--- src/design/nu3_pkg.sv ---
// ----------------------------------------------------------------------------
// nu3_pkg
// Shared types and constants for the 3-D nearest-neighbor 2x upsampler:
// register map, field widths and copy counter codes.
// ----------------------------------------------------------------------------
package nu3_pkg;

    // Configuration register map
    localparam int CFG_BITS      = 11;
    localparam int NUM_CFG       = 5;
    localparam int APB_ADDR_BITS = 5;
    localparam int APB_DATA_BITS = 32;

    typedef enum logic [2:0] {
        CFG_CHANNELS,
        CFG_IN_WIDTH,
        CFG_IN_HEIGHT,
        CFG_IN_DEPTH,
        CFG_BATCHES
    } cfg_idx_t;

    // Payload
    localparam int SAMPLE_BITS = 32;

    // Eight copies per sample, dx fastest, then dy, then dz
    localparam int COPY_BITS = 3;
    localparam logic [COPY_BITS-1:0] FIRST_COPY = 3'd0;
    localparam logic [COPY_BITS-1:0] LAST_COPY  = 3'd7;

    // Cycles the stride chain needs to follow a register change
    localparam int SETTLE_BITS = 2;
    localparam logic [SETTLE_BITS-1:0] SETTLE_CYCLES = 2'd3;

endpackage

--- src/design/nearest_upsample_3d_x2.sv ---
// ----------------------------------------------------------------------------
// nearest_upsample_3d_x2
// Copies each channel-last input sample to the 2x2x2 block of an output
// volume twice as wide, high and deep, with the output element index.
// ----------------------------------------------------------------------------
//  channel  | direction | handshake           | payload
//  s_       | in        | s_valid / s_ready   | s_sample_bits
//  m_       | out       | m_valid / m_ready   | m_out_index, m_out_bits,
//           |           |                     | m_last_of_item, m_end_of_transfer
//  apb      | in        | psel/penable/pready | paddr, pwdata, prdata
//
//  m_valid rises for the first copy of a sample once it has passed index
//  stages s1 to s5; its eight copies then leave one per cycle while m_ready
//  is high, and the copy counter loads the next sample only after the last copy.
//  The five-stage index pipeline takes a new sample in every cycle that it
//  can move, so up to five samples wait behind the copies in flight.
//  After reset and after every register write s_ready stays low while the
//  stride chain settles. Stalls on m_ready hold all copies.
// ----------------------------------------------------------------------------
module nearest_upsample_3d_x2 #(
    parameter int DIM_BITS   = 10,
    parameter int INDEX_BITS = 40
) (
    input  logic                               aclk,
    input  logic                               aresetn,
    // input samples
    input  logic                               s_valid,
    output logic                               s_ready,
    input  logic [nu3_pkg::SAMPLE_BITS-1:0]    s_sample_bits,
    // output copies
    output logic                               m_valid,
    input  logic                               m_ready,
    output logic [INDEX_BITS-1:0]              m_out_index,
    output logic [nu3_pkg::SAMPLE_BITS-1:0]    m_out_bits,
    output logic                               m_last_of_item,
    output logic                               m_end_of_transfer,
    // configuration
    input  logic                               psel,
    input  logic                               penable,
    input  logic                               pwrite,
    input  logic [nu3_pkg::APB_ADDR_BITS-1:0]  paddr,
    input  logic [nu3_pkg::APB_DATA_BITS-1:0]  pwdata,
    output logic [nu3_pkg::APB_DATA_BITS-1:0]  prdata,
    output logic                               pready
);
    import nu3_pkg::*;

    localparam int EW = DIM_BITS + 1;
    localparam int CW = (EW > CFG_BITS) ? EW : CFG_BITS;
    localparam logic [CW-1:0] DIM_TOP = CW'(1) << DIM_BITS;

    // ------------------------------------------------------------------
    // Configuration registers
    // ------------------------------------------------------------------
    logic [CFG_BITS-1:0]    cfg_reg [NUM_CFG];
    logic [2:0]             cfg_sel;
    logic                   cfg_hit;
    logic                   cfg_write;
    logic [SETTLE_BITS-1:0] settle_reg;

    assign pready    = 1'b1;
    assign cfg_sel   = paddr[APB_ADDR_BITS-1:2];
    assign cfg_hit   = (cfg_sel < 3'(NUM_CFG));
    assign cfg_write = psel && penable && pwrite && pready;
    assign prdata    = cfg_hit ? APB_DATA_BITS'(cfg_reg[cfg_sel]) : '0;

    always_ff @(posedge aclk) begin
        if (!aresetn) begin
            for (int i = 0; i < NUM_CFG; i++) begin
                cfg_reg[i] <= CFG_BITS'(1);
            end
            settle_reg <= SETTLE_CYCLES;
        end else begin
            if (cfg_write && cfg_hit) begin
                cfg_reg[cfg_sel] <= pwdata[CFG_BITS-1:0];
            end
            if (cfg_write) begin
                settle_reg <= SETTLE_CYCLES;
            end else if (settle_reg != '0) begin
                settle_reg <= settle_reg - SETTLE_BITS'(1);
            end
        end
    end

    // Effective sizes: zero acts as one, clamp to the counter range
    logic [EW-1:0] eff_dim [NUM_CFG];

    for (genvar gi = 0; gi < NUM_CFG; gi++) begin : g_eff
        logic [CW-1:0] raw;
        assign raw = CW'(cfg_reg[gi]);
        assign eff_dim[gi] = (raw == '0)    ? EW'(1) :
                             (raw > DIM_TOP) ? EW'(DIM_TOP) : EW'(raw);
    end

    logic [EW-1:0] chan_dim, width_dim, height_dim, depth_dim, batch_dim;
    assign chan_dim   = eff_dim[CFG_CHANNELS];
    assign width_dim  = eff_dim[CFG_IN_WIDTH];
    assign height_dim = eff_dim[CFG_IN_HEIGHT];
    assign depth_dim  = eff_dim[CFG_IN_DEPTH];
    assign batch_dim  = eff_dim[CFG_BATCHES];

    // ------------------------------------------------------------------
    // Stride chain, one multiply per stage
    // ------------------------------------------------------------------
    logic [INDEX_BITS-1:0] chan_ext;
    logic [INDEX_BITS-1:0] row_stride_reg, slice_stride_reg, vol_stride_reg;
    logic [INDEX_BITS-1:0] row_chan_reg;

    assign chan_ext = INDEX_BITS'(chan_dim);

    always_ff @(posedge aclk) begin
        row_stride_reg   <= (chan_ext * INDEX_BITS'(width_dim)) << 1;
        slice_stride_reg <= (row_stride_reg * INDEX_BITS'(height_dim)) << 1;
        vol_stride_reg   <= (slice_stride_reg * INDEX_BITS'(depth_dim)) << 1;
        row_chan_reg     <= row_stride_reg + chan_ext;
    end

    // ------------------------------------------------------------------
    // Position counters, advanced on each accepted input transaction
    // ------------------------------------------------------------------
    logic [DIM_BITS-1:0] chan_reg, x_reg, y_reg, z_reg, batch_reg;
    logic [DIM_BITS-1:0] chan_next, x_next, y_next, z_next, batch_next;
    logic [EW-1:0]       chan_inc, x_inc, y_inc, z_inc, batch_inc;
    logic                wrap_c, wrap_x, wrap_y, wrap_z, wrap_b;
    logic                last_all;

    always_comb begin
        chan_inc  = {1'b0, chan_reg}  + EW'(1);
        x_inc     = {1'b0, x_reg}     + EW'(1);
        y_inc     = {1'b0, y_reg}     + EW'(1);
        z_inc     = {1'b0, z_reg}     + EW'(1);
        batch_inc = {1'b0, batch_reg} + EW'(1);
        wrap_c    = (chan_inc  >= chan_dim);
        wrap_x    = (x_inc     >= width_dim);
        wrap_y    = (y_inc     >= height_dim);
        wrap_z    = (z_inc     >= depth_dim);
        wrap_b    = (batch_inc >= batch_dim);
        last_all  = wrap_c && wrap_x && wrap_y && wrap_z && wrap_b;

        chan_next  = wrap_c ? '0 : chan_inc[DIM_BITS-1:0];
        x_next     = x_reg;
        y_next     = y_reg;
        z_next     = z_reg;
        batch_next = batch_reg;
        // carry ripples outward only through wrapped counters
        if (wrap_c) begin
            x_next = wrap_x ? '0 : x_inc[DIM_BITS-1:0];
            if (wrap_x) begin
                y_next = wrap_y ? '0 : y_inc[DIM_BITS-1:0];
                if (wrap_y) begin
                    z_next = wrap_z ? '0 : z_inc[DIM_BITS-1:0];
                    if (wrap_z) begin
                        batch_next = wrap_b ? '0 : batch_inc[DIM_BITS-1:0];
                    end
                end
            end
        end
    end

    // ------------------------------------------------------------------
    // Index pipeline
    // ------------------------------------------------------------------
    logic s1_v_reg, s2_v_reg, s3_v_reg, s4_v_reg, s5_v_reg;
    logic s1_load, s2_load, s3_load, s4_load, s5_load, emit_load;
    logic s_accept;

    logic [SAMPLE_BITS-1:0] s1_bits_reg, s2_bits_reg, s3_bits_reg;
    logic [SAMPLE_BITS-1:0] s4_bits_reg, s5_bits_reg;
    logic s1_last_reg, s2_last_reg, s3_last_reg, s4_last_reg, s5_last_reg;
    logic [DIM_BITS-1:0] s1_chan_reg, s1_x_reg, s1_y_reg, s1_z_reg, s1_b_reg;
    logic [INDEX_BITS-1:0] s2_pb_reg, s2_pz_reg, s2_py_reg, s2_px_reg;
    logic [INDEX_BITS-1:0] s3_a_reg, s3_b_reg, s4_base_reg;
    logic [INDEX_BITS-1:0] s5_plane0_reg, s5_plane1_reg;

    // output stage
    logic                   m_valid_reg;
    logic [COPY_BITS-1:0]   copy_reg;
    logic [INDEX_BITS-1:0]  plane0_reg, plane1_reg;
    logic [SAMPLE_BITS-1:0] bits_reg;
    logic                   last_all_reg;
    logic [INDEX_BITS-1:0]  copy_offset;

    assign emit_load = !m_valid_reg || (m_ready && (copy_reg == LAST_COPY));
    assign s5_load   = !s5_v_reg || emit_load;
    assign s4_load   = !s4_v_reg || s5_load;
    assign s3_load   = !s3_v_reg || s4_load;
    assign s2_load   = !s2_v_reg || s3_load;
    assign s1_load   = !s1_v_reg || s2_load;
    assign s_ready   = (settle_reg == '0) && s1_load;
    assign s_accept  = s_valid && s_ready;

    always_ff @(posedge aclk) begin
        if (!aresetn) begin
            chan_reg  <= '0;
            x_reg     <= '0;
            y_reg     <= '0;
            z_reg     <= '0;
            batch_reg <= '0;
        end else if (s_accept) begin
            chan_reg  <= chan_next;
            x_reg     <= x_next;
            y_reg     <= y_next;
            z_reg     <= z_next;
            batch_reg <= batch_next;
        end
    end

    always_ff @(posedge aclk) begin
        if (!aresetn) begin
            s1_v_reg    <= 1'b0;
            s2_v_reg    <= 1'b0;
            s3_v_reg    <= 1'b0;
            s4_v_reg    <= 1'b0;
            s5_v_reg    <= 1'b0;
        end else begin
            if (s1_load) s1_v_reg <= s_accept;
            if (s2_load) s2_v_reg <= s1_v_reg;
            if (s3_load) s3_v_reg <= s2_v_reg;
            if (s4_load) s4_v_reg <= s3_v_reg;
            if (s5_load) s5_v_reg <= s4_v_reg;
        end
    end

    always_ff @(posedge aclk) begin
        // capture sample and its position
        if (s1_load) begin
            s1_bits_reg <= s_sample_bits;
            s1_last_reg <= last_all;
            s1_chan_reg <= chan_reg;
            s1_x_reg    <= x_reg;
            s1_y_reg    <= y_reg;
            s1_z_reg    <= z_reg;
            s1_b_reg    <= batch_reg;
        end
        // one product per term of the block base
        if (s2_load) begin
            s2_bits_reg <= s1_bits_reg;
            s2_last_reg <= s1_last_reg;
            s2_pb_reg   <= INDEX_BITS'(s1_b_reg) * vol_stride_reg;
            s2_pz_reg   <= INDEX_BITS'(s1_z_reg) * (slice_stride_reg << 1);
            s2_py_reg   <= INDEX_BITS'(s1_y_reg) * (row_stride_reg << 1);
            s2_px_reg   <= INDEX_BITS'(s1_x_reg) * (chan_ext << 1)
                           + INDEX_BITS'(s1_chan_reg);
        end
        if (s3_load) begin
            s3_bits_reg <= s2_bits_reg;
            s3_last_reg <= s2_last_reg;
            s3_a_reg    <= s2_pb_reg + s2_pz_reg;
            s3_b_reg    <= s2_py_reg + s2_px_reg;
        end
        if (s4_load) begin
            s4_bits_reg <= s3_bits_reg;
            s4_last_reg <= s3_last_reg;
            s4_base_reg <= s3_a_reg + s3_b_reg;
        end
        // base of the near plane and of the far plane
        if (s5_load) begin
            s5_bits_reg   <= s4_bits_reg;
            s5_last_reg   <= s4_last_reg;
            s5_plane0_reg <= s4_base_reg;
            s5_plane1_reg <= s4_base_reg + slice_stride_reg;
        end
    end

    // ------------------------------------------------------------------
    // Output stage: eight copies per sample
    // ------------------------------------------------------------------
    always_ff @(posedge aclk) begin
        if (!aresetn) begin
            m_valid_reg <= 1'b0;
            copy_reg    <= FIRST_COPY;
        end else if (emit_load) begin
            m_valid_reg <= s5_v_reg;
            copy_reg    <= FIRST_COPY;
        end else if (m_ready) begin
            copy_reg    <= copy_reg + COPY_BITS'(1);
        end
    end

    always_ff @(posedge aclk) begin
        if (emit_load) begin
            plane0_reg   <= s5_plane0_reg;
            plane1_reg   <= s5_plane1_reg;
            bits_reg     <= s5_bits_reg;
            last_all_reg <= s5_last_reg;
        end
    end

    // dx and dy select the in-plane offset
    always_comb begin
        case (copy_reg[1:0])
            2'd0:    copy_offset = '0;
            2'd1:    copy_offset = chan_ext;
            2'd2:    copy_offset = row_stride_reg;
            default: copy_offset = row_chan_reg;
        endcase
    end

    assign m_valid           = m_valid_reg;
    assign m_out_index       = (copy_reg[2] ? plane1_reg : plane0_reg) + copy_offset;
    assign m_out_bits        = bits_reg;
    assign m_last_of_item    = (copy_reg == LAST_COPY);
    assign m_end_of_transfer = (copy_reg == LAST_COPY) && last_all_reg;

endmodule

--- config.mk ---
export PLATFORM = sky130hd
export DESIGN_NAME = nearest_upsample_3d_x2
export DESIGN_NICKNAME = d
export VERILOG_FILES = /design/src/design/nu3_pkg.sv /design/src/design/nearest_upsample_3d_x2.sv
export SDC_FILE = /design/constraint.sdc
export NUM_CORES = 2
export LEC_CHECK = 0
export ABC_CLOCK_PERIOD_IN_PS = 7000
export BUFFER_PORTS_ARGS = -buffer_cell sky130_fd_sc_hd__buf_2
export CAP_MARGIN = 10
export CORE_AREA = 8 8 397 399
export CTS_CLUSTER_SIZE = 20
export DETAILED_ROUTE_END_ITERATION = 10
export DIE_AREA = 0 0 405 407
export GPL_TIMING_DRIVEN = 0
export PLACE_DENSITY = 0.88
export SLEW_MARGIN = 20
export SYNTH_ARGS = -nofsm -noshare
export SYNTH_HDL_FRONTEND = slang
export SYNTH_SLANG_ARGS = --single-unit
--- constraint.sdc ---
create_clock -name aclk -period 7 [get_ports aclk]
set_clock_uncertainty 0.1 [all_clocks]
set_input_delay 0 -clock aclk [delete_from_list [all_inputs] [get_ports aclk]]
set_output_delay 0 -clock aclk [all_outputs]
set_load 0.01 [all_outputs]
==> results.txt <==
outcome - finished with violations
failing checks - negative setup slack
static leakage - 45.56 nW
clk slew on worst S/H paths - 70 ps
Synth Flop Type - edfxtp_1
Critical R2R Launch - cfg_reg[0][10]
largest cells by area after synthesis - fa_1 (28%), edfxtp_1 (24%), ha_1 (9.3%), nand2_1 (5.7%), inv_1 (5.4%)
Rel. slew slack - 14.16%
Worst Setup SP - cfg_reg[0][10]
total grt overflow - 0
IO buf count - 137
CP Max Fanout - 10
commonest non-fill, non-tap cell in the layout - nand2_1
RSZ-0062 raised after global routing - yes
CTS Sinks - 883
# rows - 143
CTS Buf Count - 94
1st-iter DRT viols - 7088
Max-cap violations - 0
# setup viols final - 2
DP HPWL - 200.6 mm
chip width - 405 um
1st-pass router iterations - 10
crit path time final - 7116 ps
Clk Latency, worst-skew pair - 750 ps
number of H-tree levels - 3
Routed WL - 256.4 mm
crit path capture type - register
Layout Cells excl Fill - 11.33k
start point of the worst min-delay path - paddr[4]
Max IR drop VDD - 424.0 uV
Die Y - 407 um
RD Place Congestion - 1.028
final hold vios - 0
CTS tree - yes
Post-synth ARST share - 0%
largest net degree at the start of global routing - 90
Arr. time, crit path - 7500 ps
Synth Warn # - 0
max reg flops - 55
area of the core - 151200 um^2
number of flops mapped to enable cells by yosys - 704
area leader, netlist - fa_1
Synth cell types - 92
CP Class - register to register
CTS max path bufs - 3
Placed Cells - 11.01k
nets - 11.18k
Root Driver - clkbuf_16
vias in the first global route - 69.08k
commonest non-fill, non-tap cells in the layout - nand2_1 (1335), inv_1 (1267), fa_1 (1233)
first-pass GRT wire length - 389.6 mm
Hold WC Path Type - primary input to register
die area - 164800 um^2
Initial Util - 58.68%
Top Ports - 185
Vias/cell - 5.903
final worst-path setup slack - -115.6 ps
Mapped Avg Cell Area - 10.07 um^2
post-synth top area share - 27.85%
CP Data Required Time - 7390 ps
share of post-route cells with drive strength above 1 - 8.383%
routed len/inst - 22.63 um
Syn Std Cell Area - 88720 um^2
area grow syn2layout - 11.00%
fin crit share - 101.7%
Power Dens Cells - 256.0 nW/um^2
Hold Worst Slack - 78.38 ps
initial antenna violation count - 19
Core Util, Final - 65.13%
worst-margin pin slew - 1274 ps
gr usage total - 30.63%
via count - 66.89k
sequential area share after synthesis - 27.87%
Max Fclk - 140.5 MHz
DRC Markers - 0
synthesized instance count - 8812
Yosys reg bits - 883
post-route ant nets - 0
Critical Path Start Type - register
Slew Viols, Final - 0
[metal layers]
layer	vias to the layer above	part of all wire, %	global-route usage [%]
met3	910	13	9.623
met5	-	0.094	0.3508
met1	32850	37	38.33
met4	19	6.6	16.77
li1	29060	-	-
met2	4053	44	47.55
[through the flow]
stage	setup WS, ps	area (um^2)	power, mW	setup TNS (ps)
after floorplan	326.1	88790	15.36	0
after global placement	-2500	92020	18.70	-819010
after detailed placement	-1618	92300	19.14	-39290
after CTS	0.03819	97350	24.52	0
after global routing	-188.9	98450	26.67	-777.3
final	-115.6	98470	25.21	-130.0
[power breakdown]
group          internal (mW)  total (mW)  switching [mW]
combinational           4.90        13.1            8.19
clock                   2.83        5.15            2.32
sequential              6.31        6.97           0.666
[layout make-up]
type	instances	area (um^2)
multi-input combinational	6271	58490
fill	11140	52720
sequential	883	24760
inverter	1279	4825
timing repair buffer	316	2582
clock buffer	116	2540
tap	2030	2540
buffer	367	2068
clock inverter	61	651.9
antenna	8	20.02
[worst paths after layout]
kind / to / slack, ps / depth (start not counted)
setup / recovery: s2_px_reg[22] / -120 / 23
hold / removal: cfg_reg[4][9] / 80 / 4
setup reg to reg: s2_px_reg[22] / -120 / 23
hold reg to reg: s4_last_reg / 280 / 0
[cell families after synthesis]
family | count (synthesis) | share of synthesized area (%)
adder cells (fa/ha/maj) | 1892 | 37.13
XOR/XNOR | 456 | 4.502
buffers and inverters | 1678 | 7.193
other | 2 | 0.008465
flip-flops | 883 | 27.87
multiplexers | 55 | 0.6615
AO/OA/AOI/OAI | 1041 | 7.726
AND/OR/NAND/NOR | 2805 | 14.91
[timing repair]
| action | 4_1_cts | 5_1_grt |
|---|---|---|
| hold buffers | 89 | 0 |
| gates resized for setup | 255 | 360 |
| pin swaps | 10 | 31 |
| hold endpoints to repair | 116 | 0 |
| endpoints found under the setup margin | 100 | 47 |
| setup buffers | 33 | 49 |
[worst max-delay path, cell delays in order, from the launching register on]
cell	delay, ps
edfxtp_1	530
nor2b_1	210
buf_6	210
buf_8	190
nand2_1	100
fa_1	540
inv_1	60
fa_1	450
ha_1	310
fa_1	500
inv_1	60
fa_1	480
inv_1	60
ha_4	230
o21a_1	150
a2111oi_4	360
buf_4	200
nor4_4	50
o31ai_2	370
a21oi_2	130
xnor2_2	180
nand4b_1	360
or4_4	660
nor3_4	390
[Yosys cell counts (33+ instances only)]
master,instances
a21o_1,125
o21a_1,72
xnor2_1,328
a21oi_1,278
edfxtp_1,704
nand2b_1,67
o21ai_0,194
and3_1,71
fa_1,1234
nor2_1,350
and2_1,573
a211oi_1,33
nor3_1,78
a22oi_1,37
nand2_1,1340
nand3_1,79
dfxtp_1,179
inv_1,1271
o21bai_1,40
clkbuf_1,348
nor2b_1,112
a21boi_0,40
ha_1,658
xor2_1,128
(Power assumes the default switching activity.)
